## src/hdl/interval_merge_and_pad_defines.svh

```systemverilog
`ifndef INTERVAL_MERGE_AND_PAD_DEFINES_SVH
`define INTERVAL_MERGE_AND_PAD_DEFINES_SVH

// Checks on the same clock edge.
`define IMP_ASSERT_NOW(lbl, ante, cons, msg) \
  lbl: assert property (@(posedge clk) disable iff (!rst_n) (ante) |-> (cons)) \
    else $error(msg);

// Checks the consequent in the next cycle.
`define IMP_ASSERT_NEXT(lbl, ante, cons, msg) \
  lbl: assert property (@(posedge clk) disable iff (!rst_n) (ante) |=> (cons)) \
    else $error(msg);

`endif

```

## src/hdl/imp_pkg.sv

```systemverilog
`timescale 1ns / 1ps

package imp_pkg;

  localparam int FRAME_BITS_DEF = 24;
  localparam int Q_DEPTH        = 4;
  localparam int CFG_IDX_BITS   = 2;

  typedef enum logic [CFG_IDX_BITS-1:0] {
    REG_GAP_LIMIT    = 2'd0,
    REG_PRE_PAD      = 2'd1,
    REG_POST_PAD     = 2'd2,
    REG_VIDEO_LENGTH = 2'd3
  } cfg_idx_t;

  // Front to queue: how many entries go in this cycle.
  typedef struct packed {
    logic push0;
    logic push1;
  } q_wr_t;

endpackage

```

## src/hdl/interval_merge_and_pad.sv

```systemverilog
// Merges a start-sorted stream of frame intervals and pads each merged result.
// Input channel: drive in_seg_start, in_seg_end, in_is_final with in_push high;
// the item transfers at an edge where in_full is low. in_is_final closes a list
// and flushes the held interval (out_last = 1 on that result).
// Result channel: while out_empty is low the oldest result sits on out_start,
// out_end, out_last; it transfers at an edge where out_pop is high.
// Configuration: cfg_we, cfg_addr, cfg_wdata write gap_limit (0), pre_pad (1),
// post_pad (2), video_length (3); write only while the block is idle.
// Throughput: one input item per cycle while the four-entry queue between the
// merge stage and the pad stage has room for two entries; results leave at one
// per cycle while out_pop is high (the pad stage has a single output register).
// Path: a result caused by an item is written to the queue at the edge that
// takes the item in, then moves to the output register once it can take it.
// Reset (rst_n low at an edge): the queue empties, nothing is held, the config
// registers return to zero except video_length, which returns to all ones.
// When the receiver stalls, results pile up in the queue and in_full rises
// once fewer than two entries are free; no result is lost or repeated.
`timescale 1ns / 1ps
`include "interval_merge_and_pad_defines.svh"

module interval_merge_and_pad #(
  parameter int FRAME_BITS = imp_pkg::FRAME_BITS_DEF
) (
  input  logic                             clk,
  input  logic                             rst_n,
  input  logic                             in_push,
  output logic                             in_full,
  input  logic [FRAME_BITS-1:0]            in_seg_start,
  input  logic [FRAME_BITS-1:0]            in_seg_end,
  input  logic                             in_is_final,
  output logic                             out_empty,
  input  logic                             out_pop,
  output logic [FRAME_BITS-1:0]            out_start,
  output logic [FRAME_BITS-1:0]            out_end,
  output logic                             out_last,
  input  logic                             cfg_we,
  input  logic [imp_pkg::CFG_IDX_BITS-1:0] cfg_addr,
  input  logic [FRAME_BITS-1:0]            cfg_wdata
);

  logic [FRAME_BITS-1:0] gap_limit_r, gap_limit_nxt;
  logic [FRAME_BITS-1:0] pre_pad_r, pre_pad_nxt;
  logic [FRAME_BITS-1:0] post_pad_r, post_pad_nxt;
  logic [FRAME_BITS-1:0] video_length_r, video_length_nxt;

  imp_pkg::q_wr_t        q_wr;
  logic [2*FRAME_BITS:0] q_wdata0;
  logic [2*FRAME_BITS:0] q_wdata1;
  logic [2*FRAME_BITS:0] q_rdata;
  logic                  q_room;
  logic                  q_not_empty;
  logic                  q_rd;
  logic                  in_acc;

  assign in_acc  = in_push && q_room;
  assign in_full = !q_room;

  always_comb begin
    gap_limit_nxt    = gap_limit_r;
    pre_pad_nxt      = pre_pad_r;
    post_pad_nxt     = post_pad_r;
    video_length_nxt = video_length_r;
    if (cfg_we) begin
      case (imp_pkg::cfg_idx_t'(cfg_addr))
        imp_pkg::REG_GAP_LIMIT:    gap_limit_nxt    = cfg_wdata;
        imp_pkg::REG_PRE_PAD:      pre_pad_nxt      = cfg_wdata;
        imp_pkg::REG_POST_PAD:     post_pad_nxt     = cfg_wdata;
        imp_pkg::REG_VIDEO_LENGTH: video_length_nxt = cfg_wdata;
        default: begin
        end
      endcase
    end
  end

  always_ff @(posedge clk) begin
    if (!rst_n) begin
      gap_limit_r    <= '0;
      pre_pad_r      <= '0;
      post_pad_r     <= '0;
      video_length_r <= '1;
    end else begin
      gap_limit_r    <= gap_limit_nxt;
      pre_pad_r      <= pre_pad_nxt;
      post_pad_r     <= post_pad_nxt;
      video_length_r <= video_length_nxt;
    end
  end

  imp_front #(
    .FRAME_BITS(FRAME_BITS)
  ) u_front (
    .clk       (clk),
    .rst_n     (rst_n),
    .acc       (in_acc),
    .seg_start (in_seg_start),
    .seg_end   (in_seg_end),
    .is_final  (in_is_final),
    .gap_limit (gap_limit_r),
    .wr        (q_wr),
    .wr_data0  (q_wdata0),
    .wr_data1  (q_wdata1)
  );

  imp_queue #(
    .FRAME_BITS(FRAME_BITS),
    .DEPTH     (imp_pkg::Q_DEPTH)
  ) u_queue (
    .clk       (clk),
    .rst_n     (rst_n),
    .wr        (q_wr),
    .wr_data0  (q_wdata0),
    .wr_data1  (q_wdata1),
    .room      (q_room),
    .not_empty (q_not_empty),
    .rd        (q_rd),
    .rd_data   (q_rdata)
  );

  imp_back #(
    .FRAME_BITS(FRAME_BITS)
  ) u_back (
    .clk          (clk),
    .rst_n        (rst_n),
    .q_not_empty  (q_not_empty),
    .q_data       (q_rdata),
    .q_rd         (q_rd),
    .pre_pad      (pre_pad_r),
    .post_pad     (post_pad_r),
    .video_length (video_length_r),
    .out_empty    (out_empty),
    .out_pop      (out_pop),
    .out_start    (out_start),
    .out_end      (out_end),
    .out_last     (out_last)
  );

  // A flush always leaves at least one entry waiting in the queue.
  `IMP_ASSERT_NEXT(a_flush_queued, in_acc && in_is_final, q_not_empty, "flush lost")
  // Draining the last result with nothing queued must empty the output.
  `IMP_ASSERT_NEXT(a_drain_empty, !out_empty && out_pop && !q_not_empty, out_empty,
                   "stale result")
  // The queue only reads what it holds.
  `IMP_ASSERT_NOW(a_rd_nonempty, q_rd, q_not_empty, "read from empty queue")

endmodule

```

## src/hdl/imp_front.sv

```systemverilog
`timescale 1ns / 1ps

module imp_front #(
  parameter int FRAME_BITS = imp_pkg::FRAME_BITS_DEF
) (
  input  logic                    clk,
  input  logic                    rst_n,
  input  logic                    acc,
  input  logic [FRAME_BITS-1:0]   seg_start,
  input  logic [FRAME_BITS-1:0]   seg_end,
  input  logic                    is_final,
  input  logic [FRAME_BITS-1:0]   gap_limit,
  output imp_pkg::q_wr_t          wr,
  output logic [2*FRAME_BITS:0]   wr_data0,
  output logic [2*FRAME_BITS:0]   wr_data1
);

  logic                  held_valid_r, held_valid_nxt;
  logic [FRAME_BITS-1:0] held_start_r, held_start_nxt;
  logic [FRAME_BITS-1:0] held_end_r, held_end_nxt;
  logic [FRAME_BITS:0]   reach;
  logic                  merge;
  logic                  emit0;
  logic [FRAME_BITS-1:0] new_start;
  logic [2*FRAME_BITS:0] held_entry;
  logic [2*FRAME_BITS:0] flush_entry;

  assign reach     = {1'b0, held_end_r} + {1'b0, gap_limit};
  assign merge     = held_valid_r && ({1'b0, seg_start} <= reach);
  assign emit0     = held_valid_r && !merge;
  assign new_start = merge ? held_start_r : seg_start;

  assign held_entry  = {1'b0, held_end_r, held_start_r};
  assign flush_entry = {1'b1, seg_end, new_start};

  // Compact: the sent-out held interval goes first, the flush after it.
  assign wr.push0 = acc && (emit0 || is_final);
  assign wr.push1 = acc && emit0 && is_final;
  assign wr_data0 = emit0 ? held_entry : flush_entry;
  assign wr_data1 = flush_entry;

  always_comb begin
    held_valid_nxt = held_valid_r;
    held_start_nxt = held_start_r;
    held_end_nxt   = held_end_r;
    if (acc) begin
      if (is_final) begin
        held_valid_nxt = 1'b0;
        held_start_nxt = '0;
        held_end_nxt   = '0;
      end else begin
        held_valid_nxt = 1'b1;
        held_start_nxt = new_start;
        held_end_nxt   = seg_end;
      end
    end
  end

  always_ff @(posedge clk) begin
    if (!rst_n) begin
      held_valid_r <= 1'b0;
      held_start_r <= '0;
      held_end_r   <= '0;
    end else begin
      held_valid_r <= held_valid_nxt;
      held_start_r <= held_start_nxt;
      held_end_r   <= held_end_nxt;
    end
  end

endmodule

```

## src/hdl/imp_queue.sv

```systemverilog
`timescale 1ns / 1ps

module imp_queue #(
  parameter int FRAME_BITS = imp_pkg::FRAME_BITS_DEF,
  parameter int DEPTH      = imp_pkg::Q_DEPTH
) (
  input  logic                  clk,
  input  logic                  rst_n,
  input  imp_pkg::q_wr_t        wr,
  input  logic [2*FRAME_BITS:0] wr_data0,
  input  logic [2*FRAME_BITS:0] wr_data1,
  output logic                  room,
  output logic                  not_empty,
  input  logic                  rd,
  output logic [2*FRAME_BITS:0] rd_data
);

  localparam int AW = $clog2(DEPTH);
  localparam int CW = $clog2(DEPTH + 1);

  logic [2*FRAME_BITS:0] mem [DEPTH];
  logic [AW-1:0] wptr_r, wptr_nxt;
  logic [AW-1:0] rptr_r, rptr_nxt;
  logic [CW-1:0] count_r, count_nxt;
  logic [AW-1:0] wptr_p1;
  logic          rd_ok;

  assign wptr_p1   = AW'(wptr_r + 1'b1);
  assign not_empty = (count_r != '0);
  assign room      = (count_r <= CW'(DEPTH - 2));
  assign rd_ok     = rd && not_empty;
  assign rd_data   = mem[rptr_r];

  always_comb begin
    wptr_nxt  = wptr_r;
    rptr_nxt  = rptr_r;
    count_nxt = count_r;
    if (wr.push0 && wr.push1) begin
      wptr_nxt  = AW'(wptr_r + 2'd2);
      count_nxt = CW'(count_nxt + 2'd2);
    end else if (wr.push0) begin
      wptr_nxt  = wptr_p1;
      count_nxt = CW'(count_nxt + 1'b1);
    end
    if (rd_ok) begin
      rptr_nxt  = AW'(rptr_r + 1'b1);
      count_nxt = CW'(count_nxt - 1'b1);
    end
  end

  always_ff @(posedge clk) begin
    if (!rst_n) begin
      wptr_r  <= '0;
      rptr_r  <= '0;
      count_r <= '0;
    end else begin
      wptr_r  <= wptr_nxt;
      rptr_r  <= rptr_nxt;
      count_r <= count_nxt;
    end
  end

  always_ff @(posedge clk) begin
    if (wr.push0) begin
      mem[wptr_r] <= wr_data0;
    end
    if (wr.push1) begin
      mem[wptr_p1] <= wr_data1;
    end
  end

endmodule

```

## src/hdl/imp_back.sv

```systemverilog
`timescale 1ns / 1ps

module imp_back #(
  parameter int FRAME_BITS = imp_pkg::FRAME_BITS_DEF
) (
  input  logic                  clk,
  input  logic                  rst_n,
  input  logic                  q_not_empty,
  input  logic [2*FRAME_BITS:0] q_data,
  output logic                  q_rd,
  input  logic [FRAME_BITS-1:0] pre_pad,
  input  logic [FRAME_BITS-1:0] post_pad,
  input  logic [FRAME_BITS-1:0] video_length,
  output logic                  out_empty,
  input  logic                  out_pop,
  output logic [FRAME_BITS-1:0] out_start,
  output logic [FRAME_BITS-1:0] out_end,
  output logic                  out_last
);

  logic                  valid_r, valid_nxt;
  logic [FRAME_BITS-1:0] start_r, start_nxt;
  logic [FRAME_BITS-1:0] end_r, end_nxt;
  logic                  last_r, last_nxt;
  logic [FRAME_BITS-1:0] q_start;
  logic [FRAME_BITS-1:0] q_end;
  logic [FRAME_BITS:0]   end_sum;
  logic                  take;

  assign q_start = q_data[FRAME_BITS-1:0];
  assign q_end   = q_data[2*FRAME_BITS-1:FRAME_BITS];
  assign end_sum = {1'b0, q_end} + {1'b0, post_pad};

  // Load the output register when it is free or being drained this cycle.
  assign take = q_not_empty && (!valid_r || out_pop);
  assign q_rd = take;

  always_comb begin
    valid_nxt = valid_r;
    start_nxt = start_r;
    end_nxt   = end_r;
    last_nxt  = last_r;
    if (take) begin
      valid_nxt = 1'b1;
      start_nxt = (q_start >= pre_pad) ? FRAME_BITS'(q_start - pre_pad) : '0;
      end_nxt   = (end_sum > {1'b0, video_length}) ? video_length
                                                   : end_sum[FRAME_BITS-1:0];
      last_nxt  = q_data[2*FRAME_BITS];
    end else if (out_pop) begin
      valid_nxt = 1'b0;
    end
  end

  always_ff @(posedge clk) begin
    if (!rst_n) begin
      valid_r <= 1'b0;
    end else begin
      valid_r <= valid_nxt;
    end
  end

  always_ff @(posedge clk) begin
    start_r <= start_nxt;
    end_r   <= end_nxt;
    last_r  <= last_nxt;
  end

  assign out_empty = !valid_r;
  assign out_start = start_r;
  assign out_end   = end_r;
  assign out_last  = last_r;

endmodule
```

## config.mk

```make
export PLATFORM = sky130hd
export DESIGN_NAME = interval_merge_and_pad
export DESIGN_NICKNAME = d
export VERILOG_FILES = /design/src/hdl/imp_pkg.sv /design/src/hdl/interval_merge_and_pad.sv /design/src/hdl/imp_front.sv /design/src/hdl/imp_queue.sv /design/src/hdl/imp_back.sv
export VERILOG_INCLUDE_DIRS = /design/src /design/src/hdl
export SDC_FILE = /design/constraint.sdc
export NUM_CORES = 1
export LEC_CHECK = 0
export ABC_AREA = 0
export CAP_MARGIN = 0
export CORE_UTILIZATION = 50
export CTS_BUF_LIST = sky130_fd_sc_hd__clkbuf_8 sky130_fd_sc_hd__clkbuf_16
export DETAILED_ROUTE_END_ITERATION = 16
export DONT_BUFFER_PORTS = 1
export RECOVER_POWER = 50
export SLEW_MARGIN = 25
export SYNTH_ARGS = -nofsm -noshare
export SYNTH_HDL_FRONTEND = slang
export SYNTH_HIERARCHICAL = 1
export SYNTH_SLANG_ARGS = --single-unit
```

## constraint.sdc

```tcl
create_clock -name clk -period 8 [get_ports clk]
set_clock_uncertainty 0.2 [all_clocks]
set_input_delay 0.8 -clock clk [delete_from_list [all_inputs] [get_ports clk]]
set_output_delay 0.8 -clock clk [all_outputs]
set_load 0.01 [all_outputs]
```

-- Yosys cells after proc, flatten, opt, wreduce, memory -nomap -nowiden
Memories as Yosys holds them, arrays and structs flattened. A register that Yosys moved wholly into a read port is not among the register bits.
Cells that the tools add are included.
- flip-flop bits (word level): 202
- RAM bits: 196
- input bits: 80
- output and inout bits: 51
- logic and storage cells: 72
- memories: 1
- add/sub/neg operators: 9
- $lt $le $gt $ge: 4
- eq/ne operators: 3
- muxes and demuxes: 19
- reduce and logical (&&, ||, !) cells: 22
- memories (memory ; depth ; width ; rd ports ; clocked after memory_dff ; write ports ; line ; source):
    u_queue.mem ; 4 ; 49 ; 1 ; 1 ; 2 ; imp_queue.sv:21 ; logic [2*FRAME_BITS:0] mem [DEPTH];
- operators by type and width (operator ; number):
    24-bit 2-to-1 mux ; 4
    24-bit by 24-bit adder with 25-bit output ; 2
    49-bit 2-to-1 mux ; 1
    25-bit by 24-bit > comparator with 1-bit output ; 1
    24-bit by 25-bit less-or-equal comparator with 1-bit output ; 1
    24-bit greater-or-equal comparator ; 1
    24-bit subtractor ; 1
    1-bit logical AND ; 9
    3-bit 2-to-1 mux ; 3
    2-bit 2-to-1 mux ; 4
    2-bit AND reduction ; 4
    1-bit 2-to-1 mux ; 7
    2-bit by 1-bit adder with 2-bit output, second input constant ; 2
    2-bit equality test, second input constant ; 2
    2-bit nonzero test ; 2
    3-bit by 1-bit adder with 3-bit output, second input constant ; 1
    3-bit by 2-bit adder with 3-bit output, second input constant ; 1
    3-bit by 2-bit less-or-equal comparator with 1-bit output, second input constant ; 1
    1-bit logical NOT ; 3
    3-bit nonzero test ; 1
    3-bit by 1-bit subtractor with 3-bit output, second input constant ; 1
    2-bit adder, second input constant ; 1
    2-bit by 1-bit equality test with 1-bit output, second input constant ; 1
    2-bit logical NOT ; 1
    1-bit logical OR ; 2

-- Logic depth before layout (Yosys ltp)
- word-level depth: 11
- depth in mapped cells: 28
- mapped depth without buffers: 25

-- Modules after synthesis
The synthesis kept the hierarchy.
- by module, submodules not included (module ; times used ; cells an instance ; area each (um^2) ; seq. area each (um^2)):
    imp_queue ; 1 ; 542 ; 9983.3 ; 6065.8
    imp_back ; 1 ; 515 ; 4946.0 ; 1491.4
    imp_front ; 1 ; 510 ; 4590.7 ; 980.9
    interval_merge_and_pad ; 1 ; 376 ; 3756.1 ; 1921.8

-- Least setup slack after synthesis
Ideal clock, no wire load.
- path type: register -> register
- from: reg u_front.held_end_r[0]
- to: mem u_queue/mem[2][0] (netlist bit), enable pin
- library setup time: 0.407 ns
- data arrival time: 5.634 ns
- required time: 7.393 ns
- path slack: 1.759 ns
- cell stages (with the launch flop): 25
- path buffers: 4
- clock period less this slack: 6.241 ns
- path through: dfxtp_1 > ha_1 > inv_1 > fa_1 > nand2b_1 > a21oi_1 > o221ai_2 > o211ai_2 > a31o_2 > mux2i_1 > a2111oi_0 > ha_1 > nand4_1 > nor4_1 > o211a_1 > nor3_1 > a311oi_1 > and2_1 > buf_4 > buf_6 > and3_1 > buf_4 > nand2_1 > buf_2 > nand2_1
- RTL lines (element ; line ; source):
    start, declared ; imp_front.sv:20 ; logic [FRAME_BITS-1:0] held_end_r, held_end_nxt;
    start signal, assigned ; imp_front.sv:67 ; held_end_r <= held_end_nxt;
    end, declared ; imp_queue.sv:21 ;

==> flow_metrics.env <==
export IMPL_status="complete, but fails checks"
export IMPL_violations="capacitance limit, slew limit"
export IMPL_rsz0062_at_grt="false"
export IMPL_grt_usage_pct=25.7
export IMPL_place_area_um2=23400
export IMPL_die_y_um=218
export IMPL_drc=0
export IMPL_antenna_left=0
export IMPL_ys_types=78
export IMPL_synth_edff_count=245
export IMPL_cts_max_level=2
export IMPL_whs_ns=0.111
export IMPL_arrival_ns=7.16
export IMPL_crit_type="reg -> reg"
export IMPL_synthesis_nets=2155
export IMPL_path_clk_slew_ns=0.06
export IMPL_numCtsBuffers=46
export IMPL_pwr_density_cell_nw_per_um2=292
export IMPL_maxCapViolations=9
export IMPL_cp_max_fo=25
export IMPL_grt_pass1_wl_um=91600
export IMPL_vias_per_cell=5.96
export IMPL_ios=131
export IMPL_gp_congestion=0.861
export IMPL_min_period_over_period_pct=88.0
export IMPL_vdd_drop_max_v=0.000467
export IMPL_clock_path_buffers=3
export IMPL_crit_path_end_kind="flip-flop"
export IMPL_avgRoutedWirePerCell_um=23.9
export IMPL_synthArstFlopShare_pct=0
export IMPL_gr_total_overflow=0
export IMPL_maxSlewHeadroom_pct=-119
export IMPL_clkLatencyLatePin_ns=0.58
export IMPL_grt_max_degree=180
export IMPL_max_slew_worst_pin_slew_ns=3.28
export IMPL_drt_iter0_drc=1134
export IMPL_num_vias=15100
export IMPL_leakage_nw=9.95
export IMPL_synth_seq_area_share_pct=44.9
export IMPL_dpl_hpwl_um=42300
export IMPL_final_cell_mix="edfxtp_1, mux2_2, dfxtp_1, nand2_1, ha_1"
export IMPL_antenna_found_initial=1
export IMPL_fin_area_um2=24900
export IMPL_areaGrowthSynthToFinish_pct=7.16
export IMPL_hold_violations=0
export IMPL_hold_buffers=0
export IMPL_dieWidth_um=218
export IMPL_totalPowerFinal_mw=7.29
export IMPL_yosys_register_bits=400
export IMPL_cts_resized=0
export IMPL_maxSlewViolCount=223
export IMPL_final_common_cell="edfxtp_1"
export IMPL_ys_flop_type="edfxtp_1"
export IMPL_setup_ws_ns=0.957
export IMPL_grt_pass1_vias=15000
export IMPL_post_place_ws_ns=1.54
export IMPL_avgSynthCellArea_um2=12.0
export IMPL_port_buffers=0
export IMPL_coreArea_um2=45700
export IMPL_worstHoldPathType="in -> reg"
export IMPL_finalWirelength_um=60500
export IMPL_start_util_pct=51.0
export IMPL_setup_viol=0
export IMPL_fin_nets=2107
export IMPL_netlist_instances=1943
export IMPL_antenna_cells=0
export IMPL_yosys_warnings=6
export IMPL_finalSetupTns_ns=0
export IMPL_syn_area_um2=23300
export IMPL_drtPass1Iterations=5
export IMPL_num_rows=78
export IMPL_drive_above_1_share_pct=22.8
export IMPL_cts_sinks=400
export IMPL_crit_path_start_kind="flip-flop"
export IMPL_cp_data_required_time_ns=8.12
export IMPL_die_area_um2=47400
export IMPL_root_buffer="clkbuf_16"
export IMPL_post_cts_buffers=0
export IMPL_fin_crit_ns=7.04
export IMPL_max_freq_ghz=0.142
export IMPL_cts_tree="yes"
## power breakdown
| group | leakage [nW] | total [mW] | switching, mW | internal (mW) |
|---|---|---|---|---|
| registers | 3.52 | 2.91 | 0.223 | 2.69 |
| logic | 5.61 | 2.18 | 1.24 | 0.946 |
| clock network | 0.826 | 2.19 | 0.859 | 1.33 |
| total | 9.95 | 7.29 | 2.32 | 4.97 |
## kinds of logic (layout without fill, tap and decap cells)
| family | after synthesis | count (layout) | share of synthesized area (%) |
|---|---|---|---|
| AOI/OAI and AO/OA | 315 | 315 | 9.33 |
| adders and majority gates | 132 | 132 | 7.19 |
| other | 1 | 1 | 0.0161 |
| DFF | 400 | 400 | 44.9 |
| buffers and inverters | 228 | 218 | 5.35 |
| muxes | 414 | 414 | 22.4 |
| xor gates and xnor gates | 60 | 60 | 2.26 |
| and+or+nand+nor | 393 | 393 | 8.56 |
## final cells by class
cell class,instances,area (um2)
clock inverters,27,221
multi-input cells,1315,11500
inverters,104,390
clock buffers,59,1380
repair buffers,28,208
flip-flops and latches,400,10500
well taps,600,751
fillers,3933,20700
## critical path: stages, from the launching register on
cell       delay [ns]
dfxtp_1          0.36
ha_1             0.20
inv_1            0.06
fa_1             0.39
nand2b_1         0.18
a21oi_1          0.22
o221ai_1         0.19
o211ai_1         0.48
a31o_2           0.26
mux2i_1          0.08
a2111oi_0        0.41
ha_1             0.33
nand4_1          0.17
nor3_1           0.08
a221o_1          0.34
nor3_1           0.15
a311oi_1         0.11
and2_0           0.23
and3_1           0.34
nand2_2          0.14
clkbuf_1         1.36
mux2_2           0.46
## final timing paths
| check | startpoint | cells after the start | endpoint | slack (ns) |
|---|---|---|---|---|
| worst max register to register | u_front/held_end_r[0] | 21 | u_queue/mem[2][0] | 0.96 |
| worst min register to register | pre_pad_r[18] | 2 | pre_pad_r[18] | 0.26 |
| worst min-delay path | in_is_final | 1 | u_front/held_valid_r | 0.11 |
| worst max-delay path | u_front/held_end_r[0] | 21 | u_queue/mem[2][0] | 0.96 |
## Yosys cell counts, types with 20 or more instances
master      n  area [um2]
edfxtp_1  245        7360
mux4_2     47        1060
a32o_2     20         225
mux2_4     20         300
buf_4      30         225
xnor2_1    35         307
mux2i_1    75         751
mux2_2    266        3000
nand2_1   142         533
buf_2      32         160
nand4_1    38         238
ha_1      129        1610
nor2b_1    65         407
a21o_1     40         300
xor2_1     25         219
a21oi_1    95         475
o21ai_0    41         205
clkbuf_1   28         105
nand3_1    20         100
o211ai_1   30         225
buf_6      23         259
inv_1     104         390
nor3_1     20         100
dfxtp_1   155        3100
nor2_1     48         180
## registers in the layout, summed over array words and instances (netlist names), 3 cells and up, named ones only
| register | cells |
|---|---|
| post_pad_r | 24 |
| u_queue/count_r | 3 |
| pre_pad_r | 24 |
| video_length_r | 24 |
| u_queue/mem | 196 |
| gap_limit_r | 24 |
| u_back/out_start | 24 |
| u_back/out_end | 24 |
| u_front/held_end_r | 24 |
| u_front/held_start_r | 24 |
## per-stage QoR
| step | utilization, % | std cells |
|---|---|---|
| finish | 54.6 | 2533 |
| global route | 54.6 | 2533 |
| CTS | 54.8 | 2530 |
| detailed placement | 51.3 | 2444 |
| global placement | 51.2 | 2443 |
| floorplan | - | 1943 |
## metal layers
layer,vias to the layer above,wire length [um],global-route usage (%)
li1,7138,-,-
met3,87,3810,5.43
met2,408,28200,41.1
met4,0,1430,6.97
met5,-,0,0
met1,7472,27100,35.4
Power figures use the tool's default switching activity.
